File: config.mk
export PLATFORM = sky130hd
export DESIGN_NAME = ata_over_ethernet_command_frontend_core
export DESIGN_NICKNAME = d
export VERILOG_FILES = /design/src/hw/rtl/aoe_cfe_pkg.sv /design/src/hw/rtl/aoe_cfe_ram.sv /design/src/hw/rtl/aoe_cfe_regs.sv /design/src/hw/rtl/aoe_cfe_decode.sv /design/src/hw/rtl/ata_over_ethernet_command_frontend_core.sv
export SDC_FILE = /design/constraint.sdc
export NUM_CORES = 1
export LEC_CHECK = 0
export BUFFER_PORTS_ARGS = -buffer_cell sky130_fd_sc_hd__clkbuf_2
export CORE_AREA = 2 2 190 210
export CTS_CLUSTER_SIZE = 28
export DETAILED_ROUTE_END_ITERATION = 6
export DIE_AREA = 0 0 192 212
export PLACE_DENSITY = 0.73
export SYNTH_ARGS = -nofsm -noshare
export SYNTH_HDL_FRONTEND = slang
export SYNTH_SLANG_ARGS = --single-unit
File: constraint.sdc
create_clock -name clk -period 15.01 [get_ports clk]
set_input_delay 0.7505 -clock clk [delete_from_list [all_inputs] [get_ports clk]]
set_output_delay 0.7505 -clock clk [all_outputs]
set_load 0.1 [all_outputs]
File: src/hw/rtl/aoe_cfe_pkg.sv
`default_nettype none

package aoe_cfe_pkg;

  localparam int SLOT_COUNT_DEF = 16;

  // Configuration port geometry: 64-bit registers at 8-byte spacing.
  localparam int CFG_DATA_W = 64;
  localparam int CFG_ADDR_W = 5;

  localparam logic [1:0] REG_CAPACITY = 2'd0;
  localparam logic [1:0] REG_SHELF    = 2'd1;
  localparam logic [1:0] REG_SLOT     = 2'd2;

  localparam logic [7:0] OP_READ      = 8'h20;
  localparam logic [7:0] OP_READ_EXT  = 8'h24;
  localparam logic [7:0] OP_WRITE     = 8'h30;
  localparam logic [7:0] OP_WRITE_EXT = 8'h34;
  localparam logic [7:0] OP_IDENTIFY  = 8'hEC;
  localparam logic [7:0] OP_FLUSH     = 8'hE7;

  localparam logic [15:0] WILD_SHELF = 16'hFFFF;
  localparam logic [7:0]  WILD_SLOT  = 8'hFF;

  localparam logic [7:0] ST_READY   = 8'h40;
  localparam logic [7:0] ST_ERR     = 8'h01;
  localparam logic [7:0] ST_IO_FAIL = 8'h21;
  localparam logic [7:0] ER_NONE    = 8'h00;
  localparam logic [7:0] ER_ABORTED = 8'h04;
  localparam logic [7:0] ER_IDNF    = 8'h10;
  localparam logic [7:0] ER_IO_FAIL = 8'h44;

  localparam logic [16:0] IDENTIFY_BYTES = 17'd512;
  localparam int          SECTOR_SHIFT   = 9;

  typedef enum logic [1:0] {
    ACT_REPLY = 2'd0,
    ACT_ISSUE = 2'd1,
    ACT_DONE  = 2'd2
  } action_t;

  typedef struct packed {
    logic        cmd;
    logic [15:0] target_shelf;
    logic [7:0]  target_slot;
    logic [7:0]  ata_opcode;
    logic [47:0] lba_raw;
    logic [7:0]  sector_count;
    logic [3:0]  done_slot;
    logic        io_ok;
  } in_t;

  typedef struct packed {
    action_t     action;
    logic [7:0]  status_byte;
    logic [7:0]  error_byte;
    logic [3:0]  slot_index;
    logic        is_write;
    logic [47:0] start_sector;
    logic [7:0]  sectors;
    logic [16:0] payload_bytes;
  } out_t;

  typedef struct packed {
    logic [47:0] capacity_sectors;
    logic [15:0] shelf_address;
    logic [7:0]  slot_address;
  } cfg_t;

  // What is remembered per request slot while its I/O is outstanding.
  typedef struct packed {
    logic       is_read;
    logic [7:0] sector_count;
  } slot_info_t;

endpackage

`default_nettype wire

File: src/hw/rtl/aoe_cfe_ram.sv
`default_nettype none

module aoe_cfe_ram #(
  parameter int WIDTH = 8,
  parameter int DEPTH = 16,
  localparam int AW = (DEPTH > 1) ? $clog2(DEPTH) : 1
) (
  input  wire logic             clk,
  input  wire logic             we,
  input  wire logic [AW-1:0]    waddr,
  input  wire logic [WIDTH-1:0] wdata,
  input  wire logic             re,
  input  wire logic [AW-1:0]    raddr,
  output logic      [WIDTH-1:0] rdata
);

  logic [WIDTH-1:0] mem_r [DEPTH];
  logic [WIDTH-1:0] rdata_r;

  always_ff @(posedge clk) begin
    if (we) begin
      mem_r[waddr] <= wdata;
    end
    if (re) begin
      rdata_r <= mem_r[raddr];
    end
  end

  assign rdata = rdata_r;

endmodule

`default_nettype wire

File: src/hw/rtl/aoe_cfe_regs.sv
`default_nettype none

module aoe_cfe_regs (
  input  wire logic                               clk,
  input  wire logic                               rst_n,
  input  wire logic                               psel,
  input  wire logic                               penable,
  input  wire logic                               pwrite,
  input  wire logic [aoe_cfe_pkg::CFG_ADDR_W-1:0] paddr,
  input  wire logic [aoe_cfe_pkg::CFG_DATA_W-1:0] pwdata,
  output logic      [aoe_cfe_pkg::CFG_DATA_W-1:0] prdata,
  output logic                                    pready,
  output aoe_cfe_pkg::cfg_t                       cfg
);

  import aoe_cfe_pkg::*;

  cfg_t       cfg_r;
  cfg_t       cfg_nxt;
  logic [1:0] reg_idx;
  logic       wr_en;

  assign pready  = 1'b1;
  assign reg_idx = paddr[CFG_ADDR_W-1:3];
  assign wr_en   = psel && penable && pwrite && pready;

  always_comb begin
    cfg_nxt = cfg_r;
    if (wr_en) begin
      unique case (reg_idx)
        REG_CAPACITY: cfg_nxt.capacity_sectors = pwdata[47:0];
        REG_SHELF:    cfg_nxt.shelf_address    = pwdata[15:0];
        REG_SLOT:     cfg_nxt.slot_address     = pwdata[7:0];
        default:      cfg_nxt = cfg_r;
      endcase
    end
  end

  always_comb begin
    unique case (reg_idx)
      REG_CAPACITY: prdata = {16'd0, cfg_r.capacity_sectors};
      REG_SHELF:    prdata = {48'd0, cfg_r.shelf_address};
      REG_SLOT:     prdata = {56'd0, cfg_r.slot_address};
      default:      prdata = '0;
    endcase
  end

  always_ff @(posedge clk) begin
    if (!rst_n) begin
      cfg_r <= '0;
    end else begin
      cfg_r <= cfg_nxt;
    end
  end

  assign cfg = cfg_r;

endmodule

`default_nettype wire

File: src/hw/rtl/aoe_cfe_decode.sv
`default_nettype none

module aoe_cfe_decode #(
  parameter int SLOT_COUNT = aoe_cfe_pkg::SLOT_COUNT_DEF,
  localparam int IDX_W = (SLOT_COUNT > 1) ? $clog2(SLOT_COUNT) : 1
) (
  input  wire aoe_cfe_pkg::in_t          item,
  input  wire aoe_cfe_pkg::cfg_t         cfg,
  input  wire logic [SLOT_COUNT-1:0]     busy,
  input  wire aoe_cfe_pkg::slot_info_t   slot_rd,
  output logic                           res_valid,
  output aoe_cfe_pkg::out_t              res,
  output logic      [SLOT_COUNT-1:0]     busy_nxt,
  output logic                           wr_en,
  output logic      [IDX_W-1:0]          wr_idx,
  output aoe_cfe_pkg::slot_info_t        wr_data
);

  import aoe_cfe_pkg::*;

  logic [IDX_W-1:0] done_idx;
  logic             done_live;
  logic             addr_match;
  logic             free_found;
  logic [IDX_W-1:0] free_idx;
  logic [47:0]      lba_m;
  logic             out_of_range;
  logic             is_wr;

  assign done_idx  = IDX_W'(item.done_slot);
  assign done_live = (32'(item.done_slot) < SLOT_COUNT) && busy[done_idx];

  assign addr_match =
      (item.target_shelf == cfg.shelf_address || item.target_shelf == WILD_SHELF) &&
      (item.target_slot  == cfg.slot_address  || item.target_slot  == WILD_SLOT);

  // Plain read and write only carry a 28-bit LBA.
  assign lba_m = (item.ata_opcode == OP_READ || item.ata_opcode == OP_WRITE) ?
                 {20'd0, item.lba_raw[27:0]} : item.lba_raw;
  assign is_wr = (item.ata_opcode == OP_WRITE || item.ata_opcode == OP_WRITE_EXT);

  assign out_of_range = ({1'b0, lba_m} + {41'd0, item.sector_count}) >
                        {1'b0, cfg.capacity_sectors};

  // Lowest free slot wins.
  always_comb begin
    free_found = 1'b0;
    free_idx   = '0;
    for (int i = SLOT_COUNT - 1; i >= 0; i--) begin
      if (!busy[i]) begin
        free_found = 1'b1;
        free_idx   = IDX_W'(i);
      end
    end
  end

  always_comb begin
    res_valid            = 1'b0;
    res                  = '0;
    busy_nxt             = busy;
    wr_en                = 1'b0;
    wr_idx               = free_idx;
    wr_data.is_read      = !is_wr;
    wr_data.sector_count = item.sector_count;

    if (item.cmd) begin
      if (done_live) begin
        busy_nxt[done_idx] = 1'b0;
        res_valid          = 1'b1;
        res.action         = ACT_DONE;
        res.slot_index     = item.done_slot;
        res.is_write       = !slot_rd.is_read;
        res.sectors        = slot_rd.sector_count;
        if (item.io_ok) begin
          res.status_byte = ST_READY;
          res.error_byte  = ER_NONE;
          if (slot_rd.is_read) begin
            res.payload_bytes = {slot_rd.sector_count, SECTOR_SHIFT'(0)};
          end
        end else begin
          res.status_byte = ST_IO_FAIL;
          res.error_byte  = ER_IO_FAIL;
        end
      end
    end else if (addr_match) begin
      unique case (item.ata_opcode)
        OP_READ, OP_READ_EXT, OP_WRITE, OP_WRITE_EXT: begin
          if (out_of_range) begin
            res_valid       = 1'b1;
            res.action      = ACT_REPLY;
            res.status_byte = ST_ERR;
            res.error_byte  = ER_IDNF;
          end else if (free_found) begin
            // With no free slot the request is dropped silently.
            res_valid          = 1'b1;
            res.action         = ACT_ISSUE;
            res.slot_index     = 4'(free_idx);
            res.is_write       = is_wr;
            res.start_sector   = lba_m;
            res.sectors        = item.sector_count;
            busy_nxt[free_idx] = 1'b1;
            wr_en              = 1'b1;
          end
        end
        OP_IDENTIFY: begin
          res_valid         = 1'b1;
          res.action        = ACT_REPLY;
          res.status_byte   = ST_READY;
          res.payload_bytes = IDENTIFY_BYTES;
        end
        OP_FLUSH: begin
          res_valid       = 1'b1;
          res.action      = ACT_REPLY;
          res.status_byte = ST_READY;
        end
        default: begin
          res_valid       = 1'b1;
          res.action      = ACT_REPLY;
          res.status_byte = ST_ERR;
          res.error_byte  = ER_ABORTED;
        end
      endcase
    end
  end

endmodule

`default_nettype wire

File: src/hw/rtl/ata_over_ethernet_command_frontend_core.sv
`default_nettype none

// Each request passes through the input register and then the result register.
// Throughput: one request per cycle unless out_stall holds the result; the input register, the
// slot state update and the result register all advance together, and the result register
// frees while it is taken. Reset (rst_n low, synchronous) empties both stages, frees every
// slot and clears the configuration registers; it needs no clearing pass.
module ata_over_ethernet_command_frontend_core #(
  parameter int SLOT_COUNT = aoe_cfe_pkg::SLOT_COUNT_DEF
) (
  input  wire logic                               clk,
  input  wire logic                               rst_n,
  input  wire logic                               in_valid,
  output logic                                    in_stall,
  input  wire aoe_cfe_pkg::in_t                   in_payload,
  output logic                                    out_valid,
  input  wire logic                               out_stall,
  output aoe_cfe_pkg::out_t                       out_payload,
  input  wire logic                               psel,
  input  wire logic                               penable,
  input  wire logic                               pwrite,
  input  wire logic [aoe_cfe_pkg::CFG_ADDR_W-1:0] paddr,
  input  wire logic [aoe_cfe_pkg::CFG_DATA_W-1:0] pwdata,
  output logic      [aoe_cfe_pkg::CFG_DATA_W-1:0] prdata,
  output logic                                    pready
);

  import aoe_cfe_pkg::*;

  localparam int IDX_W  = (SLOT_COUNT > 1) ? $clog2(SLOT_COUNT) : 1;
  localparam int INFO_W = $bits(slot_info_t);

  cfg_t                  cfg;
  logic                  s1_valid_r;
  logic                  s1_valid_nxt;
  in_t                   s1_item_r;
  logic                  out_valid_r;
  logic                  out_valid_nxt;
  out_t                  out_data_r;
  logic [SLOT_COUNT-1:0] busy_r;
  logic [SLOT_COUNT-1:0] busy_nxt;
  logic                  res_valid;
  out_t                  res;
  logic                  dec_wr_en;
  logic [IDX_W-1:0]      dec_wr_idx;
  slot_info_t            dec_wr_data;
  logic                  out_ready;
  logic                  s1_retire;
  logic                  in_accept;
  logic                  ram_we;
  logic [IDX_W-1:0]      ram_raddr;
  logic [INFO_W-1:0]     ram_rdata;
  logic                  fwd_hit_r;
  slot_info_t            fwd_data_r;
  slot_info_t            slot_rd;

  aoe_cfe_regs u_regs (
    .clk     (clk),
    .rst_n   (rst_n),
    .psel    (psel),
    .penable (penable),
    .pwrite  (pwrite),
    .paddr   (paddr),
    .pwdata  (pwdata),
    .prdata  (prdata),
    .pready  (pready),
    .cfg     (cfg)
  );

  assign out_ready = !out_valid_r || !out_stall;
  assign s1_retire = s1_valid_r && (!res_valid || out_ready);
  assign in_stall  = s1_valid_r && !s1_retire;
  assign in_accept = in_valid && !in_stall;

  // The slot table is read as the request enters, so its data lines up with
  // the input register. A slot written at that same edge is forwarded.
  assign ram_we    = s1_retire && dec_wr_en;
  assign ram_raddr = IDX_W'(in_payload.done_slot);

  aoe_cfe_ram #(
    .WIDTH (INFO_W),
    .DEPTH (SLOT_COUNT)
  ) u_slot_ram (
    .clk   (clk),
    .we    (ram_we),
    .waddr (dec_wr_idx),
    .wdata (dec_wr_data),
    .re    (in_accept),
    .raddr (ram_raddr),
    .rdata (ram_rdata)
  );

  always_ff @(posedge clk) begin
    if (in_accept) begin
      s1_item_r  <= in_payload;
      fwd_hit_r  <= ram_we && (dec_wr_idx == ram_raddr);
      fwd_data_r <= dec_wr_data;
    end
  end

  assign slot_rd = fwd_hit_r ? fwd_data_r : slot_info_t'(ram_rdata);

  aoe_cfe_decode #(
    .SLOT_COUNT (SLOT_COUNT)
  ) u_decode (
    .item      (s1_item_r),
    .cfg       (cfg),
    .busy      (busy_r),
    .slot_rd   (slot_rd),
    .res_valid (res_valid),
    .res       (res),
    .busy_nxt  (busy_nxt),
    .wr_en     (dec_wr_en),
    .wr_idx    (dec_wr_idx),
    .wr_data   (dec_wr_data)
  );

  always_comb begin
    s1_valid_nxt = s1_valid_r;
    if (in_accept) begin
      s1_valid_nxt = 1'b1;
    end else if (s1_retire) begin
      s1_valid_nxt = 1'b0;
    end
  end

  always_comb begin
    out_valid_nxt = out_valid_r;
    if (out_ready) begin
      out_valid_nxt = s1_retire && res_valid;
    end
  end

  always_ff @(posedge clk) begin
    if (!rst_n) begin
      s1_valid_r  <= 1'b0;
      out_valid_r <= 1'b0;
      busy_r      <= '0;
    end else begin
      s1_valid_r  <= s1_valid_nxt;
      out_valid_r <= out_valid_nxt;
      if (s1_retire) begin
        busy_r <= busy_nxt;
      end
    end
  end

  always_ff @(posedge clk) begin
    if (out_ready && s1_retire && res_valid) begin
      out_data_r <= res;
    end
  end

  assign out_valid   = out_valid_r;
  assign out_payload = out_data_r;

endmodule

`default_nettype wire

==> metrics.txt, run 1 <==
gpl congestion=0.902; EDFF count, synth=333; dpl cells=2275; Yosys reg bits=423; most frequent CP cell=a21oi_1; grt met2 use=42.6%; DR pass1 iterations=6; met1 Track Usage GR=30.1%; Final setup viols=0; gr busiest metal=met2; die width=192 um; # rows=76; Final ANT Viol Nets=0; I/O Buffers=277; Crit Path Category=flop to flop; clk_skew=0.0281 ns; Placement Setup Slack=7.99 ns; share of the synthesized area in the top cell type=51.4%; wire length per cell=21.0 um; Overflow after GRT=0; synth warn=0; clock latency on the worst-skew pair=0.56 ns; vias after detailed routing=13.1k; Post-Layout Cell Count=2357; Post-Route WL=49400 um; commonest cells after routing, fill and taps aside=edfxtp_1 (333), clkbuf_2 (277), nand2_1 (213); CP arrival=7.14 ns; largest fanout on the critical path=62; Top delay family on crit path=compound AO/OA/AOI/OAI gates; largest net degree at the start of global routing=94; ys flop type=edfxtp_1; Die Y=212 um; Design Area, Final=0.0226 mm2; DRC Markers=0; Peak Freq=0.143 GHz; synth top area cells=edfxtp_1 (51%), dfxtp_1 (9.3%), mux4_2 (5.7%); worst setup margin=8.03 ns; Startpoint Class=flop; Slowest Stage Delay on Critical Path=0.81 ns; H-tree depth=2; Synth async-reset ratio=0%; CP cell instances=ha_1, fa_1, a21oi_1, o211ai_1, o211ai_1, nor3_2, nand2_1, or3_1, a21oi_1, ha_1, a21o_1, a21oi_1, o21ai_1, nor4_1, and4_1, a21oi_1, o211ai_2, o21a_4, buf_4; synth unique cells=70; average size of a mapped cell=12.7 um2; Max Cap Viol=0; number of DRC markers in iteration 0=918; hold buffer count at CTS=0; gr usage total=24.0%; crit share post-route=46.5%; RSZ-0062 raised after global routing=no; setup TNS=0 ns; Yosys top cell by area=edfxtp_1; initial antenna violation count=4; post-synthesis sequential area ratio=60.7%; P_leak=7.93 nW; core footprint=0.0388 mm2; Cells after Synth=1533; HP Class=input port to flop; CTS Root Cell=clkbuf_16; HPWL Detailed=35000 um; Num CTS Buffers=43; met3 usage=3.30%; starting density of the core=50.1%; Nets=2040; die area=0.0407 mm2; Ports=333; Worst Tran Pin Value=1.10 ns; CTS resizes=0; first-pass GRT wire length=73400 um; layout cells sized above 1=23.9%; slowest CP cell=edfxtp_1; Max VDD drop=0.103 mV; synthesized cell area=0.0194 mm2; DP Area=0.0213 mm2; Sink Count=423; setup bufs post-CTS=0; total chip power=0.00258 W; data required time of the worst path=15.17 ns; DR vias/cell=5.54; vias in the first global route=12.8k; clk slew on worst S/H paths=0.06 ns; CTS Buffer Depth=3; Final Max Slew Viols=0; Worst Path Buf+Inv=1; outcome=complete, no violations; crit path time final=6.98 ns; CTS tree=yes; slew margin rel.=26.8%; most common cell after layout, fill and taps aside=edfxtp_1; P&R area growth vs syn=16.3%; pwr dens=114 mW/mm2; final hold vios=0; CP endpoint kind=flop
## metal layers
| metal | vias up | share of wire [%] |
|---|---|---|
| li1 | 6143 | - |
| met1 | 6325 | 40 |
| met2 | 493 | 51 |
| met3 | 87 | 5.8 |
| met4 | 4 | 2.7 |
| met5 | - | 0.038 |
## flip-flops by register name (all words and copies together) (netlist names)
| name | cells |
|---|---|
| busy_r | 16 |
| fwd_data_r | 9 |
| fwd_hit_r | 1 |
| out_payload | 76 |
| out_valid | 1 |
| s1_item_r | 94 |
| s1_valid_r | 1 |
| u_regs.cfg | 72 |
| u_slot_ram.mem_r | 144 |
| u_slot_ram.rdata | 9 |
## logic make-up after synthesis
| family | synth area share [%] |
|---|---|
| AOI/OAI and AO/OA | 7.65 |
| xor gates and xnor gates | 3.11 |
| adders and majority gates | 3.71 |
| buffers and inverters | 4.38 |
| DFF | 60.7 |
| muxes | 7.49 |
| other | 0.0386 |
| and+or+nand+nor | 12.9 |
## Yosys cell counts (38+ instances only)
cell	instances
mux4_2	49
dfxtp_1	90
xnor2_1	50
inv_1	67
buf_4	38
nor2_1	71
nand2_1	213
nor3_1	62
ha_1	56
clkbuf_1	47
a21boi_0	64
edfxtp_1	333
## power by group
part	switching [W]	internal (W)	total, W
logic	0.000146	0.0000781	0.000224
clock network	0.000433	0.000592	0.00102
registers	0.0000340	0.00129	0.00133
total	0.000613	0.00196	0.00258
## through the flow
stage / utilization (%) / hold slack, ns
2_1_floorplan: - / 0.443
6_report: 58.3 / 0.363
4_1_cts: 58.3 / 0.347
3_5_place_dp: 54.8 / 0.460
3_3_place_gp: 54.8 / 0.453
5_1_grt: 58.3 / 0.354
## area by class of cell
class                      instances  area (um2)
timing repair buffer             308        1620
fill                            3077       16200
tap                              507         634
antenna                            2        5.00
multi-input combinational        968        6940
clock buffer                      57        1150
clock inverter                    23         195
sequential                       423       11800
inverter                          69         262
## worst paths after layout
path | start | end | slack [ns] | cells past startpoint
hold / removal | in_payload[49] | s1_item_r[49] | 0.36 | 1
setup reg to reg | s1_item_r[5] | s1_item_r[80] | 8.03 | 19
setup / recovery | s1_item_r[5] | s1_item_r[80] | 8.03 | 19
hold reg to reg | u_regs.cfg[52] | u_regs.cfg[52] | 0.47 | 2
Power figures use the tool's default switching activity.
==> run 2: changes to the inputs <==
- PLACE_DENSITY: 0.73 -> 0.76
- clock period: 15.01 -> 6.1 ns (I/O delays scaled with it)
==> run 2 against run 1 <==
Effect of this change: cell area rose by 6.4%; sequential power grew 140%; cell count increased by 5.5%; sequential share of layout area is 3.1 points lower; register-to-register slack worse by 7.8 ns; wire length rose by 8.7%; clock skew down 0.0079 ns; clock-buffer cell count down 10; first-iteration DRC count increased by 14%; via count is 7.3% higher; critical path type unchanged; largest cell class unchanged.
==> metrics.txt, run 2 (same netlist as run 1, synthesis figures left out) <==
outcome=complete, no violations; Largest register FFs=144 (unchanged); setup TNS=0 ns (unchanged); final hold vios=0 (unchanged); gr usage total=26.1% (+2.1 points); WHS=0.0170 ns (-0.346 ns); Final setup viols=0 (unchanged); HPWL Detailed=37000 um (+5.7%); HP Class=input port to flop; Ports=333 (unchanged); die width=192 um (unchanged); register area=0.0118 mm2 (unchanged); Startpoint Class=flop; data required time of the worst path=6.38 ns (-8.79 ns); CP cell instances=ha_1, a21oi_1, o211ai_1, o211ai_1, nor3_2, nand2_1, or3_1, a21oi_1, ha_1, a21o_1, a21oi_1, o21ai_1, nor4_1, and4_1, a21oi_2, or2_1, nor3_1, buf_4; Worst Tran Pin Value=1.10 ns (+0.00176 ns); DR pass1 iterations=6 (unchanged); clk_skew=0.0202 ns (-0.00788 ns); commonest cells after routing, fill and taps aside=edfxtp_1 (333), clkbuf_2 (276), nand2_1 (213); H-tree depth=2 (unchanged); clk slew on worst S/H paths=0.06 ns (about the same); Int Power=0.00498 W (+150%); DRC Markers=0 (unchanged); CP arrival=6.11 ns (-1.03 ns); Min-Delay Startpoint=pwdata[26]; # rows=76 (unchanged); Nets=2174 (+6.6%); most frequent CP cell=a21oi_1; Top delay family on crit path=simple AND/OR/NAND/NOR gates; DR vias/cell=5.63 (+1.7%); Final ANT Viol Nets=0 (unchanged); slowest CP cell=nor3_1; Peak Freq=0.171 GHz (+20%); number of DRC markers in iteration 0=1050 (+14%); core footprint=0.0388 mm2 (unchanged); starting density of the core=50.1% (unchanged); Overflow after GRT=0 (unchanged); P_leak=8.55 nW (+7.8%); gpl congestion=0.920 (+2.0%); I/O Buffers=277 (unchanged); largest net degree at the start of global routing=94 (unchanged); Post-Layout Cell Count=2487 (+5.5%); RSZ-0062 raised after global routing=no; footprint of the multi-input gates=0.00695 mm2 (+0.13%); dpl cells=2289 (+0.62%); Die Y=212 um (unchanged); CP endpoint kind=flop; slew margin rel.=26.3% (-0.52 points); CTS Buffer Depth=3 (unchanged); vias after detailed routing=14.0k (+7.3%); vias in the first global route=13.9k (+8.6%); Max Cap Viol=0 (unchanged); Final Max Slew Viols=0 (unchanged); # fillers=2855 (-7.2%); initial antenna violation count=3 (-1); Final Util=62.0% (+3.7 points); setup bufs post-CTS=0 (unchanged); Num CTS Buffers=41 (-4.7%); combinational fraction of design power=10.0% (+1.3 points); Worst Path Buf+Inv=1 (unchanged); Crit Path Category=flop to flop; NetSw=0.00159 W (+160%); layout cells sized above 1=23.4% (-0.44 points); Seq pwr share=49.4% (-2.1 points); switch share=24.2% (+0.38 points); most common cell after layout, fill and taps aside=edfxtp_1; die area=0.0407 mm2 (unchanged); RR Startpoint=s1_item_r[7]; crit share post-route=95.7% (+49 points); Post-Route WL=53700 um (+8.7%); Worst Setup SP=s1_item_r[7]; pwr dens=273 mW/mm2 (+140%); crit path time final=5.84 ns (-1.14 ns); P&R area growth vs syn=23.7%; first-pass GRT wire length=79600 um (+8.5%); clock latency on the worst-skew pair=0.57 ns (about the same); clock share of power=40.5% (+0.7 points); Slowest Stage Delay on Critical Path=0.63 ns (-0.18 ns); CTS Root Cell=clkbuf_16; CTS tree=yes; Top reg by flops=u_slot_ram.mem_r; Max VDD drop=0.194 mV (+88%); Sink Count=423 (unchanged); wire length per cell=21.6 um (+3.0%); largest fanout on the critical path=9 (-85%)
run 2: layer usage:
layer  global-route usage, %  wire length, um  share of wire (%)  vias to the layer above
met5                       0                0                  0                        -
met4                    13.8             2990                5.6                        0
met3                    4.66             4220                7.9                      153
met2                    44.9            26400                 49                      723
met1                    31.4            20100                 37                     6717
li1                        -                -                  -                     6412
run 2: layout make-up:
type / instances / area share (%)
Tap cell: 507 / 2.64
Clock inverter: 26 / 1.49
Antenna cell: 3 / 0.0312
Multi-Input combinational cell: 968 / 28.9
Timing Repair Buffer: 444 / 12.5
Sequential cell: 423 / 49.1
Inverter: 69 / 1.09
Clock buffer: 47 / 4.36
run 2: timing repair:
action | CTS | global route
gates resized for setup | 0 | 2
endpoints found under the setup margin | 0 | 92
hold buffers | 122 | 0
endpoints found under the hold margin | 126 | 0
run 2: through the flow:
stage               total power, W  cell area, um2  setup WS [ns]
finish                     0.00657           24100          0.265
global route               0.00677           24100        0.00360
CTS                        0.00659           24000          0.230
detailed placement         0.00389           21400          0.299
global placement           0.00387           21400          0.486
floorplan                  0.00371           19600          0.475
run 2: worst paths after layout:
path / end / slack, ns / cells past startpoint
worst max register to register: u_slot_ram.mem_r[2][5] / 0.26 / 18
worst max-delay path: u_slot_ram.mem_r[2][5] / 0.26 / 18
worst min-delay path: u_regs.cfg[50] / 0.02 / 3
worst min register to register: u_regs.cfg[43] / 0.47 / 2
run 2: worst min-delay path: stages:
cell      delay [ns]
clkbuf_2        0.08
nand2_1         0.05
a21boi_0        0.09
run 2: power groups by stage:
| stage | combinational, W | sequential [W] | clock, W |
|---|---|---|---|
| floorplan | 0.000419 | 0.00329 | 0 |
| global placement | 0.000571 | 0.00330 | 0 |
| detailed placement | 0.000586 | 0.00330 | 0 |
| CTS | 0.000656 | 0.00324 | 0.00269 |
| global route | 0.000711 | 0.00325 | 0.00281 |
| finish | 0.000659 | 0.00324 | 0.00266 |
